File: src/rtl/core/mart_pkg.sv
// Shared types and constants of the magnetic angle rotation tracker.
package mart_pkg;

  localparam int ANGLE_BITS = 12;
  localparam int DELTA_W    = ANGLE_BITS + 1;
  localparam int ANGLE_FULL = 1 << ANGLE_BITS;
  localparam int ANGLE_HALF = ANGLE_FULL / 2;
  localparam int POS_W      = 32;
  localparam int TIME_W     = 32;
  localparam int STEP_W     = 12;
  localparam int DEB_W      = 16;
  localparam int MASK_W     = 8;
  localparam int IDX_W      = 3;
  localparam int CFG_IDX_W  = 4;
  localparam int CFG_DATA_W = 16;

  localparam logic [STEP_W-1:0] MAX_STEP_RST = STEP_W'(50);
  localparam logic [STEP_W-1:0] MIN_STEP_RST = STEP_W'(3);
  localparam logic [DEB_W-1:0]  DEBOUNCE_RST = DEB_W'(150);
  localparam logic [MASK_W-1:0] REV_MASK_RST = '0;

  typedef enum logic [2:0] {
    ST_MOVED = 3'd0,
    ST_DISC  = 3'd1,
    ST_FIRST = 3'd2,
    ST_JUMP  = 3'd3,
    ST_SMALL = 3'd4
  } status_e;

  typedef enum logic [CFG_IDX_W-1:0] {
    CFG_MAX_STEP = 4'd0,
    CFG_MIN_STEP = 4'd1,
    CFG_DEBOUNCE = 4'd2,
    CFG_REV_MASK = 4'd3
  } cfg_idx_e;

  typedef struct packed {
    logic [ANGLE_BITS-1:0] last_angle;
    logic [POS_W-1:0]      position;
    logic [POS_W-1:0]      reported;
    logic [TIME_W-1:0]     event_time;
  } state_t;

  typedef struct packed {
    status_e                    status;
    logic signed [DELTA_W-1:0]  delta;
    state_t                     state;
  } calc_t;

  typedef struct packed {
    logic rotation_event;
    logic clockwise;
  } event_t;

endpackage

File: src/rtl/core/mart_state_mem.sv
// Per-encoder state memory with valid bits and write-to-read forwarding.
module mart_state_mem import mart_pkg::*; #(
  parameter int NUM_ENCODERS = 8,
  localparam int AddrW = (NUM_ENCODERS > 1) ? $clog2(NUM_ENCODERS) : 1
) (
  input  logic             clk_i,
  input  logic             rst_ni,
  input  logic             rd_en_i,
  input  logic [AddrW-1:0] rd_addr_i,
  output state_t           rd_data_o,
  input  logic             wr_en_i,
  input  logic [AddrW-1:0] wr_addr_i,
  input  state_t           wr_data_i
);

  state_t                  mem_q [NUM_ENCODERS];
  logic [NUM_ENCODERS-1:0] vld_q;
  state_t                  rd_data_q;

  always_ff @(posedge clk_i or negedge rst_ni) begin
    if (!rst_ni) begin
      vld_q <= '0;
    end else if (wr_en_i) begin
      vld_q[wr_addr_i] <= 1'b1;
    end
  end

  always_ff @(posedge clk_i) begin
    if (wr_en_i) begin
      mem_q[wr_addr_i] <= wr_data_i;
    end
    if (rd_en_i) begin
      if (wr_en_i && (wr_addr_i == rd_addr_i)) begin
        rd_data_q <= wr_data_i;
      end else if (vld_q[rd_addr_i]) begin
        rd_data_q <= mem_q[rd_addr_i];
      end else begin
        rd_data_q <= '0;
      end
    end
  end

  assign rd_data_o = rd_data_q;

endmodule

File: src/rtl/core/mart_calc.sv
// Angle unwrap, step limits and position update for one item.
module mart_calc import mart_pkg::*; (
  input  logic                  in_range_i,
  input  logic                  connected_i,
  input  logic                  reverse_i,
  input  logic [ANGLE_BITS-1:0] median_i,
  input  logic [STEP_W-1:0]     max_step_i,
  input  logic [STEP_W-1:0]     min_step_i,
  input  state_t                state_i,
  output calc_t                 calc_o
);

  localparam logic signed [DELTA_W:0] HalfS = (DELTA_W + 1)'(ANGLE_HALF);
  localparam logic signed [DELTA_W:0] FullS = (DELTA_W + 1)'(ANGLE_FULL);

  logic signed [DELTA_W:0]   diff;
  logic signed [DELTA_W:0]   unw;
  logic signed [DELTA_W:0]   mag_w;
  logic [ANGLE_BITS-1:0]     mag;
  logic signed [DELTA_W-1:0] delta;
  logic [POS_W-1:0]          delta_ext;
  logic [POS_W-1:0]          pos_next;

  assign diff = $signed({2'b00, median_i}) - $signed({2'b00, state_i.last_angle});

  always_comb begin
    if (diff > HalfS) begin
      unw = diff - FullS;
    end else if (diff < -HalfS) begin
      unw = diff + FullS;
    end else begin
      unw = diff;
    end
  end

  assign mag_w     = (unw < 0) ? -unw : unw;
  assign mag       = mag_w[ANGLE_BITS-1:0];
  assign delta     = unw[DELTA_W-1:0];
  assign delta_ext = {{(POS_W - DELTA_W){delta[DELTA_W-1]}}, delta};
  assign pos_next  = reverse_i ? (state_i.position - delta_ext)
                               : (state_i.position + delta_ext);

  always_comb begin
    calc_o.status = ST_DISC;
    calc_o.delta  = '0;
    calc_o.state  = state_i;
    if (!in_range_i) begin
      calc_o.state.position = '0;
    end else if (connected_i) begin
      if (state_i.last_angle == '0) begin
        calc_o.status           = ST_FIRST;
        calc_o.state.last_angle = median_i;
      end else begin
        calc_o.delta = delta;
        if (mag > max_step_i) begin
          calc_o.status = ST_JUMP;
        end else if (mag < min_step_i) begin
          calc_o.status = ST_SMALL;
        end else begin
          calc_o.status           = ST_MOVED;
          calc_o.state.last_angle = median_i;
          calc_o.state.position   = pos_next;
        end
      end
    end
  end

endmodule

File: src/rtl/core/mart_event.sv
// Debounced rotation event check against the last reported position.
module mart_event import mart_pkg::*; (
  input  logic              in_range_i,
  input  state_t            state_i,
  input  logic [TIME_W-1:0] time_i,
  input  logic [DEB_W-1:0]  debounce_i,
  output event_t            event_o,
  output state_t            state_o
);

  logic [TIME_W-1:0] elapsed;
  logic              fire;

  assign elapsed = time_i - state_i.event_time;
  assign fire    = in_range_i && (state_i.position != state_i.reported) &&
                   (elapsed > {{(TIME_W - DEB_W){1'b0}}, debounce_i});

  always_comb begin
    event_o.rotation_event = fire;
    event_o.clockwise      = fire &&
                             ($signed(state_i.position) > $signed(state_i.reported));
    state_o = state_i;
    if (fire) begin
      state_o.reported   = state_i.position;
      state_o.event_time = time_i;
    end
  end

endmodule

File: src/rtl/core/magnetic_angle_rotation_tracker_unit.sv
// Top level of the magnetic angle rotation tracker.
// Each accepted beat passes through stages e1 and e2 to the output register.
// Beats for different encoders are accepted every cycle while the output
// does not stall; a beat waits until an older beat of its encoder reaches
// the output register, where its state memory entry, read at acceptance,
// is written back. State entries carry valid bits that reset clears at
// once, so the block is ready right after reset.
module magnetic_angle_rotation_tracker_unit import mart_pkg::*; #(
  parameter int NUM_ENCODERS = 8
) (
  input  logic                         clk_i,
  input  logic                         rst_ni,
  input  logic                         cfg_valid_i,
  output logic                         cfg_ready_o,
  input  logic [CFG_IDX_W-1:0]         cfg_index_i,
  input  logic [CFG_DATA_W-1:0]        cfg_data_i,
  input  logic                         in_valid_i,
  output logic                         in_stall_o,
  input  logic [IDX_W-1:0]             encoder_index_i,
  input  logic [ANGLE_BITS-1:0]        sample_a_i,
  input  logic [ANGLE_BITS-1:0]        sample_b_i,
  input  logic [ANGLE_BITS-1:0]        sample_c_i,
  input  logic                         sensor_connected_i,
  input  logic [TIME_W-1:0]            time_ms_i,
  output logic                         out_valid_o,
  input  logic                         out_stall_i,
  output logic [IDX_W-1:0]             encoder_id_o,
  output logic [2:0]                   status_o,
  output logic signed [DELTA_W-1:0]    angle_delta_o,
  output logic signed [POS_W-1:0]      position_o,
  output logic                         rotation_event_o,
  output logic                         clockwise_o
);

  localparam int AddrW = (NUM_ENCODERS > 1) ? $clog2(NUM_ENCODERS) : 1;

  logic [STEP_W-1:0] max_step_q, min_step_q;
  logic [DEB_W-1:0]  debounce_q;
  logic [MASK_W-1:0] rev_mask_q;

  logic                  e1_vld_q, e1_inr_q, e1_conn_q;
  logic [IDX_W-1:0]      e1_idx_q;
  logic [ANGLE_BITS-1:0] e1_med_q;
  logic [TIME_W-1:0]     e1_time_q;

  logic              e2_vld_q, e2_inr_q;
  logic [IDX_W-1:0]  e2_idx_q;
  calc_t             e2_calc_q;
  logic [TIME_W-1:0] e2_time_q;

  logic                      out_vld_q, out_ev_q, out_cw_q;
  logic [IDX_W-1:0]          out_id_q;
  status_e                   out_status_q;
  logic signed [DELTA_W-1:0] out_delta_q;
  logic [POS_W-1:0]          out_pos_q;

  logic                  out_adv, e2_adv, e2_free, e1_adv, e1_free;
  logic                  hazard, in_acc, in_range;
  logic [ANGLE_BITS-1:0] lo_ab, hi_ab, med;
  logic [AddrW+IDX_W-1:0] rd_ext, wr_ext;
  state_t                rd_state, wr_state;
  calc_t                 calc;
  event_t                evt;

  assign cfg_ready_o = 1'b1;

  always_ff @(posedge clk_i or negedge rst_ni) begin
    if (!rst_ni) begin
      max_step_q <= MAX_STEP_RST;
      min_step_q <= MIN_STEP_RST;
      debounce_q <= DEBOUNCE_RST;
      rev_mask_q <= REV_MASK_RST;
    end else if (cfg_valid_i) begin
      case (cfg_idx_e'(cfg_index_i))
        CFG_MAX_STEP: max_step_q <= cfg_data_i[STEP_W-1:0];
        CFG_MIN_STEP: min_step_q <= cfg_data_i[STEP_W-1:0];
        CFG_DEBOUNCE: debounce_q <= cfg_data_i[DEB_W-1:0];
        CFG_REV_MASK: rev_mask_q <= cfg_data_i[MASK_W-1:0];
        default: ;
      endcase
    end
  end

  assign out_adv = !out_vld_q || !out_stall_i;
  assign e2_adv  = e2_vld_q && out_adv;
  assign e2_free = !e2_vld_q || out_adv;
  assign e1_adv  = e1_vld_q && e2_free;
  assign e1_free = !e1_vld_q || e2_free;

  // An item must not read an entry that an older item still has to write.
  assign hazard = (e1_vld_q && (e1_idx_q == encoder_index_i)) ||
                  (e2_vld_q && (e2_idx_q == encoder_index_i) && !e2_adv);

  assign in_stall_o = !e1_free || hazard;
  assign in_acc     = in_valid_i && !in_stall_o;
  assign in_range   = 32'(encoder_index_i) < 32'(NUM_ENCODERS);

  assign lo_ab = (sample_a_i < sample_b_i) ? sample_a_i : sample_b_i;
  assign hi_ab = (sample_a_i < sample_b_i) ? sample_b_i : sample_a_i;
  always_comb begin
    if (sample_c_i < lo_ab) begin
      med = lo_ab;
    end else if (sample_c_i > hi_ab) begin
      med = hi_ab;
    end else begin
      med = sample_c_i;
    end
  end

  assign rd_ext = {{AddrW{1'b0}}, encoder_index_i};
  assign wr_ext = {{AddrW{1'b0}}, e2_idx_q};

  mart_state_mem #(
    .NUM_ENCODERS(NUM_ENCODERS)
  ) u_mem (
    .clk_i     (clk_i),
    .rst_ni    (rst_ni),
    .rd_en_i   (in_acc && in_range),
    .rd_addr_i (rd_ext[AddrW-1:0]),
    .rd_data_o (rd_state),
    .wr_en_i   (e2_adv && e2_inr_q),
    .wr_addr_i (wr_ext[AddrW-1:0]),
    .wr_data_i (wr_state)
  );

  mart_calc u_calc (
    .in_range_i  (e1_inr_q),
    .connected_i (e1_conn_q),
    .reverse_i   (rev_mask_q[e1_idx_q]),
    .median_i    (e1_med_q),
    .max_step_i  (max_step_q),
    .min_step_i  (min_step_q),
    .state_i     (rd_state),
    .calc_o      (calc)
  );

  mart_event u_event (
    .in_range_i (e2_inr_q),
    .state_i    (e2_calc_q.state),
    .time_i     (e2_time_q),
    .debounce_i (debounce_q),
    .event_o    (evt),
    .state_o    (wr_state)
  );

  always_ff @(posedge clk_i or negedge rst_ni) begin
    if (!rst_ni) begin
      e1_vld_q  <= 1'b0;
      e2_vld_q  <= 1'b0;
      out_vld_q <= 1'b0;
    end else begin
      if (e1_free) begin
        e1_vld_q <= in_acc;
      end
      if (e2_free) begin
        e2_vld_q <= e1_adv;
      end
      if (out_adv) begin
        out_vld_q <= e2_adv;
      end
    end
  end

  always_ff @(posedge clk_i) begin
    if (in_acc) begin
      e1_idx_q  <= encoder_index_i;
      e1_inr_q  <= in_range;
      e1_conn_q <= sensor_connected_i;
      e1_med_q  <= med;
      e1_time_q <= time_ms_i;
    end
    if (e1_adv) begin
      e2_idx_q  <= e1_idx_q;
      e2_inr_q  <= e1_inr_q;
      e2_calc_q <= calc;
      e2_time_q <= e1_time_q;
    end
    if (e2_adv) begin
      out_id_q     <= e2_idx_q;
      out_status_q <= e2_calc_q.status;
      out_delta_q  <= e2_calc_q.delta;
      out_pos_q    <= e2_calc_q.state.position;
      out_ev_q     <= evt.rotation_event;
      out_cw_q     <= evt.clockwise;
    end
  end

  assign out_valid_o      = out_vld_q;
  assign encoder_id_o     = out_id_q;
  assign status_o         = out_status_q;
  assign angle_delta_o    = out_delta_q;
  assign position_o       = $signed(out_pos_q);
  assign rotation_event_o = out_ev_q;
  assign clockwise_o      = out_cw_q;

`ifndef SYNTHESIS
  assert property (@(posedge clk_i) disable iff (!rst_ni)
    in_acc |=> e1_vld_q)
    else $error("Accepted beat did not enter the first stage.");

  assert property (@(posedge clk_i) disable iff (!rst_ni)
    (out_valid_o && (status_o == ST_DISC || status_o == ST_FIRST)) |->
      (angle_delta_o == '0))
    else $error("Result without an angle compare carries a nonzero delta.");

  assert property (@(posedge clk_i) disable iff (!rst_ni)
    (out_valid_o && clockwise_o) |-> rotation_event_o)
    else $error("Clockwise flag set without a rotation event.");

  assert property (@(posedge clk_i) disable iff (!rst_ni)
    (e1_vld_q && e2_vld_q && !$past(e2_adv)) |-> (e1_idx_q != e2_idx_q))
    else $error("Two beats of one encoder overlap in the update pipeline.");
`endif

endmodule

File: config.mk
export PLATFORM = sky130hd
export DESIGN_NAME = magnetic_angle_rotation_tracker_unit
export DESIGN_NICKNAME = d
export VERILOG_FILES = /design/src/rtl/core/mart_pkg.sv /design/src/rtl/core/mart_state_mem.sv /design/src/rtl/core/mart_calc.sv /design/src/rtl/core/mart_event.sv /design/src/rtl/core/magnetic_angle_rotation_tracker_unit.sv
export SDC_FILE = /design/constraint.sdc
export NUM_CORES = 1
export LEC_CHECK = 0
export BUFFER_PORTS_ARGS = -buffer_cell sky130_fd_sc_hd__buf_2
export CELL_PAD_IN_SITES_DETAIL_PLACEMENT = 1
export CELL_PAD_IN_SITES_GLOBAL_PLACEMENT = 1
export CORE_ASPECT_RATIO = 0.7
export CORE_MARGIN = 2
export CORE_UTILIZATION = 40
export CTS_BUF_LIST = sky130_fd_sc_hd__clkbuf_4 sky130_fd_sc_hd__clkbuf_8
export CTS_CLUSTER_DIAMETER = 150
export DETAILED_ROUTE_END_ITERATION = 10
export PLACE_DENSITY = 0.76
export SLEW_MARGIN = 20
export SYNTH_ARGS = -nofsm -noshare
export SYNTH_HDL_FRONTEND = slang
export SYNTH_SLANG_ARGS = --single-unit
File: constraint.sdc
create_clock -name clk_i -period 11 [get_ports clk_i]
set_input_delay 0.55 -clock clk_i [delete_from_list [all_inputs] [get_ports clk_i]]
set_output_delay 0.55 -clock clk_i [all_outputs]
set_load 0.05 [all_outputs]
==> impl_metrics.py, run 1 <==
metrics = {
    "cells_and_area": {
        "drive_above_1_share": 0.223,
        "fin_area_um2": 65000,
        "fin_nets": 4216,
        "fill_cells": 14141,
        "final_cell_mix": "1232 x edfxtp_1, 220 x mux4_2, 198 x nand2_1",
        "final_common_cell": "edfxtp_1",
        "multi_input_comb_area_um2": 17900,
        "syn_to_final_growth_pct": 12.9,
        "seqCellArea_um2": 38500,
    },
    "critical_path": {
        "critPathLaunchType": "register",
        "cp-startpoint": "e1_med_q[0]",
        "rr_startpoint": "e1_med_q[0]",
        "cp.arrival_ns": 7.48,
        "crit_required_ns": 11.64,
        "cp_max_fo": 8,
        "worstSetupPathType": "reg2reg",
        "worst_setup_path_end_kind": "register",
    },
    "place": {
        "numPortBuffers": 151,
        "dp_hpwl_um": 94000,
        "globalplace.congestion": 0.872,
        "post_dp_cell_area_um2": 60600,
    },
    "detailed_routing": {
        "wl_per_cell_um": 26.2,
        "via_per_inst": 5.77,
        "drc_errors": 0,
        "final_antenna_net_count": 0,
        "drt_pass1_iterations": 6,
        "drt_iter0_drc": 3421,
        "routed_wl_um": 157000,
        "vias": 34484,
    },
    "timing": {
        "min_period_ns": 6.84,
        "tns_ns": 0,
        "tightest_slew_ns": 1.14,
        "setup_viol": 0,
        "fmax_mhz": 146,
        "slew_headroom": 0.240,
        "fin_skew_ns": 0.0560,
        "whs_ns": 0.121,
        "rsz0062_at_grt": "no",
        "slew_viol_final": 0,
        "fin_crit_sh": 0.622,
        "hold_viol_final": 0,
    },
    "logic_synthesis": {
        "async_flop_share": 0.0457,
        "syn_area_per_cell_um2": 15.8,
        "synth_cells": 3648,
        "yosysWarnings": 0,
        "synth_seq_cells": 1291,
        "synth_cell_type_count": 72,
        "synth.area.top_cells": "edfxtp_1 64%, mux4_2 8.6%, ha_1 4.0%",
        "synth_ff_type": "edfxtp_1",
        "synth.top_cell.area_share": 0.643,
        "synth-edff-count": 1232,
        "synth_area_um2": 57500,
        "synth_fp_nets": 3932,
        "yosysTopAreaCell": "edfxtp_1",
        "yosysSeqAreaShare": 0.669,
    },
    "clock_tree": {
        "cts_setup_buffers": 0,
        "cts-root-buf": "clkbuf_8",
        "clock_latency_ns": 0.92,
        "cts_sinks": 1291,
        "cts_buffers": 189,
        "ctsResizeCount": 0,
        "cts_buffer_depth": 3,
        "htreeDepth": 4,
        "clkSlewWorstSetupHoldPaths_ns": 0.08,
        "cts_hold_buffers": 51,
        "cts_tree": "built",
    },
    "die": {
        "initial_utilization": 0.403,
        "die_h_um": 321,
        "dieArea_um2": 147000,
        "coreArea_um2": 143000,
        "io_pins": 153,
        "die_width_um": 457,
        "std_cell_rows": 116,
    },
    "global_route": {
        "grt_overflow": 0,
        "grt_max_degree": 158,
        "grtUsageTotal": 0.214,
        "grt_pass1_vias": 36788,
        "grt_antenna_before_repair": 3,
        "grt_pass1_wl_um": 237000,
    },
    "min_path": {
        "worstHoldStart": "encoder_index_i[0]",
        "hp-class": "in2reg",
    },
    "outcome": {
        "status": "completed",
    },
    "pwr": {
        "powerDensity_nw_per_um2": 253,
        "leakagePower_nw": 23.0,
        "ir_drop_v": 0.000138,
    },
    "flow_run": {
        "max-cap-violations": 0,
    },
}
where the power goes:
group          internal (mW)  switching (mW)  total, mW
logic                   1.84            3.33       5.17
registers               6.66           0.588       7.25
clock network           2.06            1.92       3.98
total                   10.6            5.84       16.4
cell type report:
class,instances,share of cell area
Antenna cell,2,0.0000771
Clock buffer,265,0.0494
Clock inverter,83,0.00959
Inverter,158,0.00913
Multi-Input combinational cell,2027,0.275
Sequential cell,1291,0.592
Tap cell,1888,0.0364
Timing Repair Buffer,265,0.0280
through the flow:
step / cells / total power, mW / utilization / setup WS, ns
2_1_floorplan: 3648 / 10.6 / - / 0.400
3_3_place_gp: 5577 / 12.1 / 0.424 / 4.43
3_5_place_dp: 5578 / 12.4 / 0.424 / 4.32
4_1_cts: 5977 / 16.4 / 0.455 / 4.27
5_1_grt: 5979 / 17.3 / 0.455 / 3.51
6_report: 5979 / 16.4 / 0.455 / 4.16
cell families (layout without fill, tap and decap cells):
logic type               count (synthesis)  in the layout  synth area share
AO/OA/AOI/OAI                          596            596            0.0647
XOR/XNOR                                77             77            0.0117
adder cells (fa/ha/maj)                187            187            0.0411
buffers and inverters                  330            771            0.0225
flip-flops                            1291           1291             0.669
multiplexers                           450            450             0.131
other                                    1              3         0.0000652
AND/OR/NAND/NOR                        716            716            0.0597
registers in the layout, indices dropped and copies added (netlist names), 8 cells and up:
name             count
angle_delta_o       13
debounce_q          16
e1_med_q            12
e1_time_q           32
e2_calc_q          124
e2_time_q           32
max_step_q          12
min_step_q          12
position_o          32
rev_mask_q           8
u_mem.mem_q        864
u_mem.rd_data_o    108
u_mem.vld_q          8
worst max-delay path, cell delays in order (launching register included):
cell and delay, ns:
edfxtp_1 0.36, inv_1 0.08, ha_1 0.19, inv_1 0.06
fa_1 0.40, a211oi_1 0.39, o21bai_1 0.14, a21oi_1 0.20
xor2_1 0.53, nand3_1 0.36, nor3_1 0.48, nor2_1 0.26
nor3b_1 0.59, nor2_1 0.15, ha_1 0.42, and3_1 0.24
and3_1 0.21, nand2_1 0.07, o2111a_1 0.28, or3_1 0.42
a21oi_1 0.24, a31o_2 0.20, xor2_1 0.06, mux2_2 0.26
final timing paths:
| kind | to | slack, ns | depth (start not counted) |
|---|---|---|---|
| setup / recovery | e2_calc_q[91] | 4.16 | 23 |
| min in group asynchronous | debounce_q[15] | 0.33 | 3 |
| hold reg to reg | e2_time_q[14] | 0.40 | 0 |
| max in group asynchronous | max_step_q[0] | 10.13 | 3 |
| setup reg to reg | e2_calc_q[91] | 4.16 | 23 |
| hold / removal | e1_idx_q[0] | 0.12 | 1 |
metal layers:
metal | track usage | wire length [um] | vias to the layer above
li1 | - | - | 14931
met5 | 0 | 0 | -
met1 | 0.304 | 68600 | 17960
met4 | 0.0611 | 3310 | 0
met2 | 0.339 | 73300 | 1367
met3 | 0.0361 | 11300 | 226
synth_stat cells (8+ instances only):
cell type and number:
edfxtp_1 1232, mux4_2 220, nand2_1 198, ha_1 184, a21oi_1 181, nor2_1 170
inv_1 158, o21ai_0 157, mux2i_1 125, clkbuf_1 120, nand4_1 94, nand3_1 92
o211ai_1 75, mux2_2 65, dfrtp_1 50, xnor2_1 44, mux2_4 40, a21o_1 38
buf_1 36, xor2_1 33, nor3_1 31, or2_2 24, and3_1 22, o21a_1 21
nand2b_1 19, nor2b_1 17, a31o_2 14, or3_1 14, a211oi_1 13, o21bai_1 12
o31ai_1 11, a21boi_0 10, buf_2 10, nor4_1 10, dfstp_2 9, a211o_1 8
and2_1 8, nor3b_1 8
(Power assumes the default switching activity.)
==> run 2: changes to the inputs <==
==> constraint.sdc (replaced) <==
create_clock -name clk_i -period 5.7 [get_ports clk_i]
set_input_delay 0.285 -clock clk_i [delete_from_list [all_inputs] [get_ports clk_i]]
set_output_delay 0.285 -clock clk_i [all_outputs]
set_load 0.05 [all_outputs]
==> impl_metrics.py, run 2 (synthesis gave the netlist of run 1 again) <==
metrics = {
    "die": {
        "die_h_um": 321,
        "initial_utilization": 0.403,
        "std_cell_rows": 116,
        "dieArea_um2": 147000,
        "coreArea_um2": 143000,
        "die_width_um": 457,
        "io_pins": 153,
    },
    "pwr": {
        "power.total_mw": 32.9,
        "leakagePower_nw": 23.7,
        "powerDensity_nw_per_um2": 495,
        "ir_drop_v": 0.000244,
    },
    "cells_and_area": {
        "largest_register": "u_mem.mem_q",
        "fill_cells": 14098,
        "syn_to_final_growth_pct": 15.8,
        "multi_input_comb_area_um2": 18100,
        "fin_area_um2": 66600,
        "seqCellArea_um2": 38500,
        "fin_nets": 4345,
        "final_common_cell": "edfxtp_1",
        "final_cell_mix": "1232 x edfxtp_1, 220 x mux4_2, 198 x nand2_1",
        "drive_above_1_share": 0.249,
        "largest_reg_flops": 864,
    },
    "detailed_routing": {
        "routed_wl_um": 161000,
        "vias": 35383,
        "via_per_inst": 5.80,
        "final_antenna_net_count": 0,
        "wl_per_cell_um": 26.4,
        "drc_errors": 0,
        "drt_iter0_drc": 3490,
        "drt_pass1_iterations": 6,
    },
    "global_route": {
        "grtUsageTotal": 0.218,
        "grt_pass1_wl_um": 241000,
        "grt_pass1_vias": 37400,
        "grt_max_degree": 110,
        "grt_antenna_before_repair": 4,
        "grt_overflow": 0,
    },
    "timing": {
        "tightest_slew_ns": 1.15,
        "fin_skew_ns": 0.0464,
        "fin_crit_sh": 0.977,
        "tns_ns": 0,
        "slew_viol_final": 0,
        "slew_headroom": 0.234,
        "setup_viol": 0,
        "timing.final.ws_setup_ns": 0.132,
        "min_period_ns": 5.57,
        "fmax_mhz": 180,
        "hold_viol_final": 0,
    },
    "critical_path": {
        "critPathLaunchType": "register",
        "cp.arrival_ns": 6.21,
        "crit_required_ns": 6.35,
        "worst_setup_path_end_kind": "register",
        "cp_max_fo": 4,
        "worstSetupPathType": "reg2reg",
    },
    "place": {
        "post_dp_cell_area_um2": 61300,
        "dp_hpwl_um": 94600,
        "post-place-ws_ns": -0.170,
        "globalplace.congestion": 0.862,
        "numPortBuffers": 151,
    },
    "clock_tree": {
        "cts_tree": "built",
        "htreeDepth": 4,
        "cts_buffers": 189,
        "cts_buffer_depth": 3,
        "clock_latency_ns": 0.92,
        "clkSlewWorstSetupHoldPaths_ns": 0.07,
        "cts_sinks": 1291,
        "cts-root-buf": "clkbuf_8",
    },
    "min_path": {
        "hp-class": "in2async",
    },
    "flow_run": {
        "max-cap-violations": 0,
    },
    "outcome": {
        "status": "completed",
    },
}
[run 2: cell types whose count changed in the layout (fill, tap and decap cells not counted), moves of 7 or more]
cell,delta
buf_12,+17
clkinvlp_4,+7
clkinv_1,-19
dlygate4sd3_1,+47
buf_4,+62
[run 2: report_power, final]
part | total, mW | internal [mW] | switching [mW]
sequential | 13.8 | 12.8 | 0.946
combinational | 11.4 | 4.27 | 7.10
clock | 7.77 | 4.01 | 3.76
total | 32.9 | 21.1 | 11.8
[run 2: layer usage]
layer / wire, um / global-route usage / up-vias / share of wire
li1: - / - / 15183 / -
met1: 70500 / 0.307 / 18502 / 0.44
met2: 75000 / 0.346 / 1449 / 0.46
met3: 12300 / 0.0390 / 247 / 0.076
met4: 3590 / 0.0631 / 2 / 0.022
met5: 13 / 0 / - / 0.000081
[run 2: critical path: stages, from the launching register on]
cell      delay, ns
edfxtp_1       0.38
inv_2          0.07
ha_2           0.17
inv_1          0.06
fa_2           0.39
a211oi_4       0.30
nor2_2         0.10
xor2_1         0.20
or3_4          0.41
nor3b_2        0.21
nand2_1        0.12
nor3_2         0.11
buf_4          0.15
nand2_1        0.06
ha_1           0.30
nor2_1         0.10
nor2_1         0.06
ha_1           0.34
and3_4         0.20
buf_4          0.13
and2_1         0.15
a22oi_2        0.18
o2111a_1       0.24
or3_4          0.15
a21oi_4        0.06
a31o_2         0.26
xor2_1         0.13
mux2_2         0.27
[run 2: path summary, 6_finish.rpt]
check                      slack (ns)          start  cells after the start              to
max                              0.13    e1_med_q[0]                     27   e2_calc_q[91]
min                              0.08         rst_ni                      3  debounce_q[15]
max reg2reg                      0.13    e1_med_q[0]                     27   e2_calc_q[91]
min reg2reg                      0.39  e1_time_q[25]                      0   e2_time_q[25]
max in group asynchronous        5.07         rst_ni                      3  u_mem.vld_q[5]
min in group clk_i               0.09   time_ms_i[9]                      2    e1_time_q[9]
[run 2: per-stage QoR]
step / utilization / cells / hold WS [ns]
global route: 0.466 / 6103 / 0.0654
floorplan: - / 3648 / -0.0106
global placement: 0.429 / 5645 / 0.400
CTS: 0.464 / 6087 / 0.00487
detailed placement: 0.429 / 5645 / 0.406
finish: 0.466 / 6105 / 0.0816
[run 2: what timing repair did]
action                                  in CTS  in global routing
pin swaps                                    1                 30
gates resized for setup                      4                 64
endpoints found under the setup margin      20                573
setup buffers                                1                 12
endpoints found under the hold margin      159                  0
hold buffers                                98                  0
gates cloned                                 0                  2
[run 2: area by class of cell]
class | count | share of cell area
sequential | 1291 | 0.578
multi-input combinational | 2027 | 0.272
clock buffer | 267 | 0.0486
timing repair buffer | 394 | 0.0472
tap | 1888 | 0.0355
clock inverter | 76 | 0.00938
inverter | 158 | 0.00896
antenna | 4 | 0.000150
